`config.mk`:
```
export PLATFORM = sky130hd
export DESIGN_NAME = adpcm_4bit_block_decoder
export DESIGN_NICKNAME = d
export VERILOG_FILES = /design/src/rtl/adpcm4bd_pkg.sv /design/src/rtl/adpcm4bd_ctrl.sv /design/src/rtl/adpcm4bd_datapath.sv /design/src/rtl/adpcm_4bit_block_decoder.sv
export SDC_FILE = /design/constraint.sdc
export NUM_CORES = 2
export LEC_CHECK = 0
export ABC_AREA = 1
export BUFFER_PORTS_ARGS = -buffer_cell sky130_fd_sc_hd__buf_2
export CAP_MARGIN = 5
export CORE_UTILIZATION = 35
export CTS_CLUSTER_DIAMETER = 150
export CTS_CLUSTER_SIZE = 12
export DETAILED_ROUTE_END_ITERATION = 8
export HOLD_SLACK_MARGIN = 0.1
export PLACE_DENSITY_LB_ADDON = 0.15
export SLEW_MARGIN = 20
export SYNTH_ARGS = -nofsm -noshare
export SYNTH_HDL_FRONTEND = slang
export SYNTH_SLANG_ARGS = --single-unit
```
`constraint.sdc`:
```
create_clock -name clock -period 7.5 [get_ports clock]
set_input_delay 0 -clock clock [delete_from_list [all_inputs] [get_ports clock]]
set_output_delay 0 -clock clock [all_outputs]
set_load 0.02 [all_outputs]
```
`src/rtl/adpcm4bd_pkg.sv`:
```
package adpcm4bd_pkg;

   // Block geometry
   localparam int BLOCK_SAMPLES_DEFAULT = 14;
   localparam int POS_WIDTH             = 3;

   // Predictor weight registers
   localparam int COEFF_COUNT     = 8;
   localparam int CSR_INDEX_WIDTH = 3;
   localparam int COEFF_WIDTH     = 32;
   localparam int WEIGHT_WIDTH    = 16;

   // Arithmetic
   localparam int SAMPLE_WIDTH = 16;
   localparam int PROD_WIDTH   = 32;
   localparam int ACC_WIDTH    = 34;
   localparam int FRAC_BITS    = 11;
   localparam int HALF_ONE     = 'h400;
   localparam int SAT_LOW      = -32768;
   localparam int SAT_HIGH     = 32767;

   // Operation codes
   localparam logic OP_START = 1'b0;
   localparam logic OP_BYTE  = 1'b1;

   typedef struct packed {
      logic                            op;
      logic [7:0]                      stream_byte;
      logic                            load_history;
      logic signed [SAMPLE_WIDTH-1:0]  start_recent;
      logic signed [SAMPLE_WIDTH-1:0]  start_older;
      logic                            final_byte;
   } req_word_type;

   typedef struct packed {
      logic signed [SAMPLE_WIDTH-1:0]  sample_value;
      logic                            run_last;
      logic                            buffer_end;
   } rsp_word_type;

   // Controller to datapath
   typedef struct packed {
      logic start;       // start of buffer accepted
      logic header;      // header byte accepted
      logic data;        // data byte accepted
      logic mul;         // form products and scaled nibble
      logic nib_low;     // low nibble in the current multiply
      logic fire;        // commit sample to output and history
      logic run_last;
      logic buffer_end;
   } dp_cmd_type;

   // Datapath to controller
   typedef struct packed {
      logic out_free;
   } dp_status_type;

endpackage

```
`src/rtl/adpcm4bd_ctrl.sv`:
```
module adpcm4bd_ctrl #(
   parameter int BLOCK_SAMPLES = adpcm4bd_pkg::BLOCK_SAMPLES_DEFAULT
) (
   input  logic                        clock,
   input  logic                        reset,
   input  logic                        req_valid,
   input  logic                        req_op,
   input  logic                        req_final,
   output logic                        req_stall,
   input  adpcm4bd_pkg::dp_status_type status,
   output adpcm4bd_pkg::dp_cmd_type    cmd
);

   localparam int DATA_BYTES = (BLOCK_SAMPLES + 1) / 2;

   typedef enum logic [4:0] {
      ST_IDLE   = 5'b00001,
      ST_MUL_HI = 5'b00010,
      ST_ADD_HI = 5'b00100,
      ST_MUL_LO = 5'b01000,
      ST_ADD_LO = 5'b10000
   } state_type;

   state_type                                state_ff, state_in;
   logic [adpcm4bd_pkg::POS_WIDTH-1:0]       pos_ff, pos_in;
   logic                                     final_ff, final_in;
   logic                                     accept;
   logic                                     is_byte;
   logic                                     is_add;

   assign accept    = req_valid && (state_ff == ST_IDLE);
   assign req_stall = (state_ff != ST_IDLE);
   assign is_byte   = accept && (req_op == adpcm4bd_pkg::OP_BYTE);
   assign is_add    = (state_ff == ST_ADD_HI) || (state_ff == ST_ADD_LO);

   always_comb begin
      cmd.start      = accept && (req_op == adpcm4bd_pkg::OP_START);
      cmd.header     = is_byte && (pos_ff == '0);
      cmd.data       = is_byte && (pos_ff != '0);
      cmd.mul        = (state_ff == ST_MUL_HI) || (state_ff == ST_MUL_LO);
      cmd.nib_low    = (state_ff == ST_MUL_LO);
      cmd.fire       = is_add && status.out_free;
      cmd.run_last   = (state_ff == ST_ADD_LO);
      cmd.buffer_end = (state_ff == ST_ADD_LO) && final_ff;
   end

   always_comb begin
      pos_in   = pos_ff;
      final_in = final_ff;
      if (cmd.start) begin
         pos_in = '0;
      end else if (cmd.header) begin
         pos_in = req_final ? '0 : adpcm4bd_pkg::POS_WIDTH'(1);
      end else if (cmd.data) begin
         final_in = req_final;
         if (req_final || (pos_ff >= adpcm4bd_pkg::POS_WIDTH'(DATA_BYTES))) begin
            pos_in = '0;
         end else begin
            pos_in = pos_ff + adpcm4bd_pkg::POS_WIDTH'(1);
         end
      end
   end

   always_comb begin
      state_in = state_ff;
      unique case (state_ff)
         ST_IDLE: begin
            if (cmd.data) state_in = ST_MUL_HI;
         end
         ST_MUL_HI: state_in = ST_ADD_HI;
         ST_ADD_HI: begin
            if (status.out_free) state_in = ST_MUL_LO;
         end
         ST_MUL_LO: state_in = ST_ADD_LO;
         ST_ADD_LO: begin
            if (status.out_free) state_in = ST_IDLE;
         end
         default: state_in = ST_IDLE;
      endcase
   end

   always_ff @(posedge clock) begin
      if (reset) begin
         state_ff <= ST_IDLE;
         pos_ff   <= '0;
         final_ff <= 1'b0;
      end else begin
         state_ff <= state_in;
         pos_ff   <= pos_in;
         final_ff <= final_in;
      end
   end

endmodule

```
`src/rtl/adpcm4bd_datapath.sv`:
```
module adpcm4bd_datapath (
   input  logic                                         clock,
   input  logic                                         reset,
   input  adpcm4bd_pkg::req_word_type                   req_word,
   input  logic                                         csr_write,
   input  logic [adpcm4bd_pkg::CSR_INDEX_WIDTH-1:0]     csr_index,
   input  logic [adpcm4bd_pkg::COEFF_WIDTH-1:0]         csr_data,
   input  adpcm4bd_pkg::dp_cmd_type                     cmd,
   output adpcm4bd_pkg::dp_status_type                  status,
   output logic                                         rsp_valid,
   input  logic                                         rsp_stall,
   output adpcm4bd_pkg::rsp_word_type                   rsp_word
);

   localparam int ACC = adpcm4bd_pkg::ACC_WIDTH;
   localparam int SW  = adpcm4bd_pkg::SAMPLE_WIDTH;
   localparam int WW  = adpcm4bd_pkg::WEIGHT_WIDTH;
   localparam int PW  = adpcm4bd_pkg::PROD_WIDTH;

   localparam logic signed [ACC-1:0] ACC_HALF = ACC'(adpcm4bd_pkg::HALF_ONE);
   localparam logic signed [ACC-1:0] ACC_LOW  = ACC'(adpcm4bd_pkg::SAT_LOW);
   localparam logic signed [ACC-1:0] ACC_HIGH = ACC'(adpcm4bd_pkg::SAT_HIGH);

   logic [adpcm4bd_pkg::COEFF_WIDTH-1:0] coeff_ff [adpcm4bd_pkg::COEFF_COUNT];

   logic [3:0]                shift_ff;
   logic [2:0]                pred_ff;
   logic [7:0]                byte_ff;
   logic signed [SW-1:0]      recent_ff, older_ff;
   logic signed [PW-1:0]      p_recent_ff, p_recent_in;
   logic signed [PW-1:0]      p_older_ff, p_older_in;
   logic signed [ACC-1:0]     diff_ff, diff_in;
   logic                      rsp_valid_ff;
   adpcm4bd_pkg::rsp_word_type rsp_word_ff;

   logic [adpcm4bd_pkg::COEFF_WIDTH-1:0] pair;
   logic signed [WW-1:0]      w_recent, w_older;
   logic [3:0]                nib;
   logic signed [ACC-1:0]     nib_ext;
   logic signed [ACC-1:0]     sum, scaled;
   logic signed [SW-1:0]      sample;

   assign status.out_free = !rsp_valid_ff || !rsp_stall;
   assign rsp_valid       = rsp_valid_ff;
   assign rsp_word        = rsp_word_ff;

   // Multiply stage
   always_comb begin
      pair        = coeff_ff[pred_ff];
      w_recent    = $signed(pair[WW-1:0]);
      w_older     = $signed(pair[2*WW-1:WW]);
      p_recent_in = w_recent * recent_ff;
      p_older_in  = w_older * older_ff;
      nib         = cmd.nib_low ? byte_ff[3:0] : byte_ff[7:4];
      nib_ext     = ACC'($signed(nib));
      diff_in     = (nib_ext <<< shift_ff) <<< adpcm4bd_pkg::FRAC_BITS;
   end

   // Accumulate stage: add half, floor shift, then clamp to 16 bits
   always_comb begin
      sum    = ACC'(p_recent_ff) + ACC'(p_older_ff) + diff_ff + ACC_HALF;
      scaled = sum >>> adpcm4bd_pkg::FRAC_BITS;
      if (scaled < ACC_LOW) begin
         sample = SW'(ACC_LOW);
      end else if (scaled > ACC_HIGH) begin
         sample = SW'(ACC_HIGH);
      end else begin
         sample = scaled[SW-1:0];
      end
   end

   always_ff @(posedge clock) begin
      if (reset) begin
         for (int i = 0; i < adpcm4bd_pkg::COEFF_COUNT; i++) coeff_ff[i] <= '0;
         shift_ff  <= '0;
         pred_ff   <= '0;
         recent_ff <= '0;
         older_ff  <= '0;
      end else begin
         if (csr_write) coeff_ff[csr_index] <= csr_data;
         if (cmd.header) begin
            shift_ff <= req_word.stream_byte[3:0];
            pred_ff  <= req_word.stream_byte[6:4];
         end
         if (cmd.data) byte_ff <= req_word.stream_byte;
         if (cmd.mul) begin
            p_recent_ff <= p_recent_in;
            p_older_ff  <= p_older_in;
            diff_ff     <= diff_in;
         end
         if (cmd.start && req_word.load_history) begin
            recent_ff <= req_word.start_recent;
            older_ff  <= req_word.start_older;
         end else if (cmd.fire) begin
            recent_ff <= sample;
            older_ff  <= recent_ff;
         end
         if (cmd.fire) begin
            rsp_word_ff.sample_value <= sample;
            rsp_word_ff.run_last     <= cmd.run_last;
            rsp_word_ff.buffer_end   <= cmd.buffer_end;
         end
      end
   end

   always_ff @(posedge clock) begin
      if (reset) begin
         rsp_valid_ff <= 1'b0;
      end else if (cmd.fire) begin
         rsp_valid_ff <= 1'b1;
      end else if (!rsp_stall) begin
         rsp_valid_ff <= 1'b0;
      end
   end

endmodule

```
`src/rtl/adpcm_4bit_block_decoder.sv`:
```
// 4-bit ADPCM block decoder. Each request word is a buffer start (optionally
// loading the two history samples) or one stream byte; a block is a header
// byte then (BLOCK_SAMPLES+1)/2 data bytes, and each data byte returns two
// 16-bit samples, high nibble first. A start or header word is taken while
// idle and returns nothing. A data byte keeps the decoder busy after its
// accept while each sample passes a multiply step in the two 16x16 weight
// multipliers and a step in the 34-bit accumulate, round and clamp;
// the second sample needs the first in the history, so the samples go
// through that shared unit in turn. A stalled response holds the accumulate
// step until the output register frees. Weight registers are written
// through the csr port; the user must write them only while the decoder is
// idle, as the block does not enforce this; csr_ready is always high.
module adpcm_4bit_block_decoder #(
   parameter int BLOCK_SAMPLES = adpcm4bd_pkg::BLOCK_SAMPLES_DEFAULT
) (
   input  logic                                      clock,
   input  logic                                      reset,
   input  logic                                      req_valid,
   output logic                                      req_stall,
   input  adpcm4bd_pkg::req_word_type                req_word,
   output logic                                      rsp_valid,
   input  logic                                      rsp_stall,
   output adpcm4bd_pkg::rsp_word_type                rsp_word,
   input  logic                                      csr_valid,
   output logic                                      csr_ready,
   input  logic [adpcm4bd_pkg::CSR_INDEX_WIDTH-1:0]  csr_index,
   input  logic [adpcm4bd_pkg::COEFF_WIDTH-1:0]      csr_data
);

   adpcm4bd_pkg::dp_cmd_type    cmd;
   adpcm4bd_pkg::dp_status_type status;

   assign csr_ready = 1'b1;

   adpcm4bd_ctrl #(
      .BLOCK_SAMPLES (BLOCK_SAMPLES)
   ) u_ctrl (
      .clock     (clock),
      .reset     (reset),
      .req_valid (req_valid),
      .req_op    (req_word.op),
      .req_final (req_word.final_byte),
      .req_stall (req_stall),
      .status    (status),
      .cmd       (cmd)
   );

   adpcm4bd_datapath u_datapath (
      .clock     (clock),
      .reset     (reset),
      .req_word  (req_word),
      .csr_write (csr_valid && csr_ready),
      .csr_index (csr_index),
      .csr_data  (csr_data),
      .cmd       (cmd),
      .status    (status),
      .rsp_valid (rsp_valid),
      .rsp_stall (rsp_stall),
      .rsp_word  (rsp_word)
   );

endmodule
```
==> metrics <==
outcome=completed; library cells used by synthesis=53; P&R area growth vs syn=13.3%; fin crit period=7160 ps; die height=336 um; Crit-path slowest cell=fa_1; Filler cells=11.2k; crit start category=register; Fin Clk Skew=47.3 ps; power per cell area=157 nW/um^2; required time of the critical path=7860 ps; root buffer cell=clkbuf_16; final core utilization=0.400; fmax=0.140 GHz; CP cell instances=inv_2 > buf_12 > buf_4 > nor2_1 > o221ai_1 > nand2_1 > inv_1 > nor2_1 > fa_1 > fa_1 > fa_1 > fa_1 > fa_1 > inv_1 > fa_1 > inv_1 > ha_1 > nand2_1 > or4_1 > o21ai_0 > a21oi_1 > nor2_1 > nor2_1 > xor2_1; CP Max Fanout=29; Final TNS setup=0 ps; final hold vios=0; Worst slew margin=0.283; CP peak stage delay=570 ps; Crit path arrival time=7520 ps; Ys Warns=0; Post-synth EDFFs=365; Worst-Margin Slew=1070 ps; Clock Tree Buf Depth=3; # setup viols final=0; clock sink count=417; metal2 WL=56.8 mm; Residual DRC=0; worst hold stages=2; Antenna Cells=0; met1 WL=56.8 mm; # rows=122; register area share after synthesis=0.307; Worst Setup Path Type=reg -> reg; Max VDD drop=0.000164 V; post-synthesis cell area=39100 um^2; syn avg cell area=9.32 um^2; # H-tree levels=2; largest net degree at the start of global routing=57; clk_lat worst skew=620 ps; syn_nets=5028; initial antenna violation count=2; drt first pass iters=5; Detail Placement HPWL=95.1 mm; Die Area=113000 um^2; fin nets=5267; Via density=4.87; Cells after Synth=4198; ys flop type=edfxtp_1; Placer Congestion=0.906; WL/cell=20.8 um; RSZ-0062 raised after global routing=false; first-pass GRT wire length=186 mm; via count=29.0k; GRT overflow=0; max-slew violations=0; CORE AREA=111000 um^2; I/O pins=104; #FFs+latches synth=417; crit path capture type=register; critical path depth in cells=24; Num CTS Buffers=41; crit path buf inv count=6; ratio of cells with drive above 1 in the final layout=0.0854; drt total wl=124 mm; Final Cycle Share=0.954; Max-cap violations=0; initial DRC count=1899; number of global-route vias before repair=30.1k; die outline width=336 um; P_leak=20.1 nW; min-delay worst type=in -> reg; Worst R2R Path Depth=24; TritonCTS clock tree=done; critical path's most frequent cell=fa_1; Total GRT Usage=0.221; met3 WL=7.12 mm; top routing layer used=met4; port bufs=102; asr flop ratio synth=0; antenna-violating nets left=0; clock slew at reported path FFs=70 ps; Top Family by Delay on Critical Path=adder cells; Initial Util=0.353
==> timing repair <==
item | in CTS | in global routing
buffers inserted | 0 | 10
setup endpoints to repair | 0 | 16
endpoints found under the hold margin | 316 | 0
resized for setup | 0 | 23
hold buffers | 95 | 0
==> synthesized netlist by cell type, types with 12 or more instances <==
| library cell | n | share of area |
|---|---|---|
| dfxtp_1 | 52 | 0.027 |
| a31oi_1 | 20 | 0.0032 |
| xor2_1 | 64 | 0.014 |
| a21oi_2 | 21 | 0.0047 |
| ha_1 | 222 | 0.071 |
| o21bai_1 | 12 | 0.0023 |
| nand2_1 | 619 | 0.059 |
| fa_1 | 525 | 0.27 |
| buf_1 | 13 | 0.0012 |
| xnor2_1 | 49 | 0.011 |
| mux2i_1 | 67 | 0.017 |
| nor2_1 | 672 | 0.064 |
| o221ai_1 | 66 | 0.015 |
| a21oi_1 | 154 | 0.020 |
| inv_1 | 799 | 0.077 |
| o21ai_0 | 156 | 0.020 |
| clkinv_1 | 13 | 0.0012 |
| clkbuf_1 | 109 | 0.010 |
| edfxtp_1 | 365 | 0.28 |
| nand3_1 | 52 | 0.0066 |
| nand4_1 | 15 | 0.0024 |
| nand3_2 | 16 | 0.0041 |
==> cell type report <==
class | count | area (um^2) | share of cell area
Clock inverter | 6 | 82.6 | 0.00186
Sequential cell | 417 | 12000 | 0.271
Timing Repair Buffer | 334 | 2610 | 0.0587
Tap cell | 1488 | 1860 | 0.0420
Clock buffer | 63 | 1110 | 0.0250
Multi-Input combinational cell | 2821 | 23600 | 0.531
Inverter | 822 | 3120 | 0.0703
==> cells in the final DEF (no fill, tap or decap), types with 95 or more instances in the layout <==
cell type / synthesis / layout
a21oi_1: 154 / 153
buf_2: 11 / 102
buf_4: 2 / 126
dlygate4sd3_1: 0 / 95
edfxtp_1: 365 / 365
fa_1: 525 / 524
ha_1: 222 / 222
inv_1: 799 / 791
nand2_1: 619 / 608
nor2_1: 672 / 669
o21ai_0: 156 / 156
==> power by group <==
group,internal [W],switching [W]
registers,0.00267,0.0000465
clock network,0.00103,0.000970
logic,0.000811,0.00146
total,0.00451,0.00248
==> path summary, 6_finish.rpt <==
path                               from  slack [ps]                        end
setup reg to reg               register         340  u_datapath.p_older_ff[31]
setup / recovery               register         340  u_datapath.p_older_ff[31]
hold reg to reg   u_datapath.pred_ff[2]         450                   register
hold / removal             req_word[34]         150      u_datapath.byte_ff[0]
==> cells by family (layout without fill, tap and decap cells) <==
group	after synthesis	in the layout	share of synthesized area
AO/OA/AOI/OAI	477	477	0.0737
AND/OR/NAND/NOR	1415	1415	0.144
multiplexers	68	68	0.0174
buffers and inverters	960	1225	0.0934
other	1	1	0.0000958
flip-flops	417	417	0.307
XOR/XNOR	113	113	0.0253
adder cells (fa/ha/maj)	747	747	0.339
==> per-stage QoR <==
| stage | instance area (um^2) | power (W) | std cells | hold slack (ps) | setup slack [ps] |
|---|---|---|---|---|---|
| after CTS | 44200 | 0.00701 | 5941 | 108 | 123 |
| after global placement | 42000 | 0.00496 | 5777 | 182 | 112 |
| final | 44400 | 0.00698 | 5951 | 146 | 343 |
| after floorplan | 39100 | 0.00414 | 4198 | 94.6 | 654 |
| after detailed placement | 42100 | 0.00497 | 5777 | 180 | 149 |
| after global routing | 44400 | 0.00738 | 5951 | 120 | 8.60 |
==> state kept, by name, indices dropped and copies added (netlist names), 5 cells and up, named ones only <==
register,cells
u_datapath.coeff_ff,256
u_datapath.p_older_ff,32
u_datapath.p_recent_ff,32
u_datapath.diff_ff,19
u_datapath.rsp_word,18
u_datapath.older_ff,16
u_datapath.recent_ff,16
u_datapath.byte_ff,8
u_ctrl.state_ff,5
==> worst register-to-register path, stage by stage, from the launching register on <==
cell	delay [ps]
dfxtp_4	420
inv_2	180
buf_12	220
buf_4	220
nor2_1	60
o221ai_1	180
nand2_1	340
inv_1	430
nor2_1	110
fa_1	520
fa_1	430
fa_1	570
fa_1	480
fa_1	500
inv_1	50
fa_1	490
inv_1	50
ha_1	370
nand2_1	140
or4_1	500
o21ai_0	270
a21oi_1	120
nor2_1	100
nor2_1	60
xor2_1	140
==> routing by layer <==
layer  up-vias  track usage
met1     14400        0.309
met3       162       0.0322
met4         0       0.0560
li1      13700            -
met2       808        0.357
met5         -            0
Note: power is estimated with default switching activity, not from simulation.
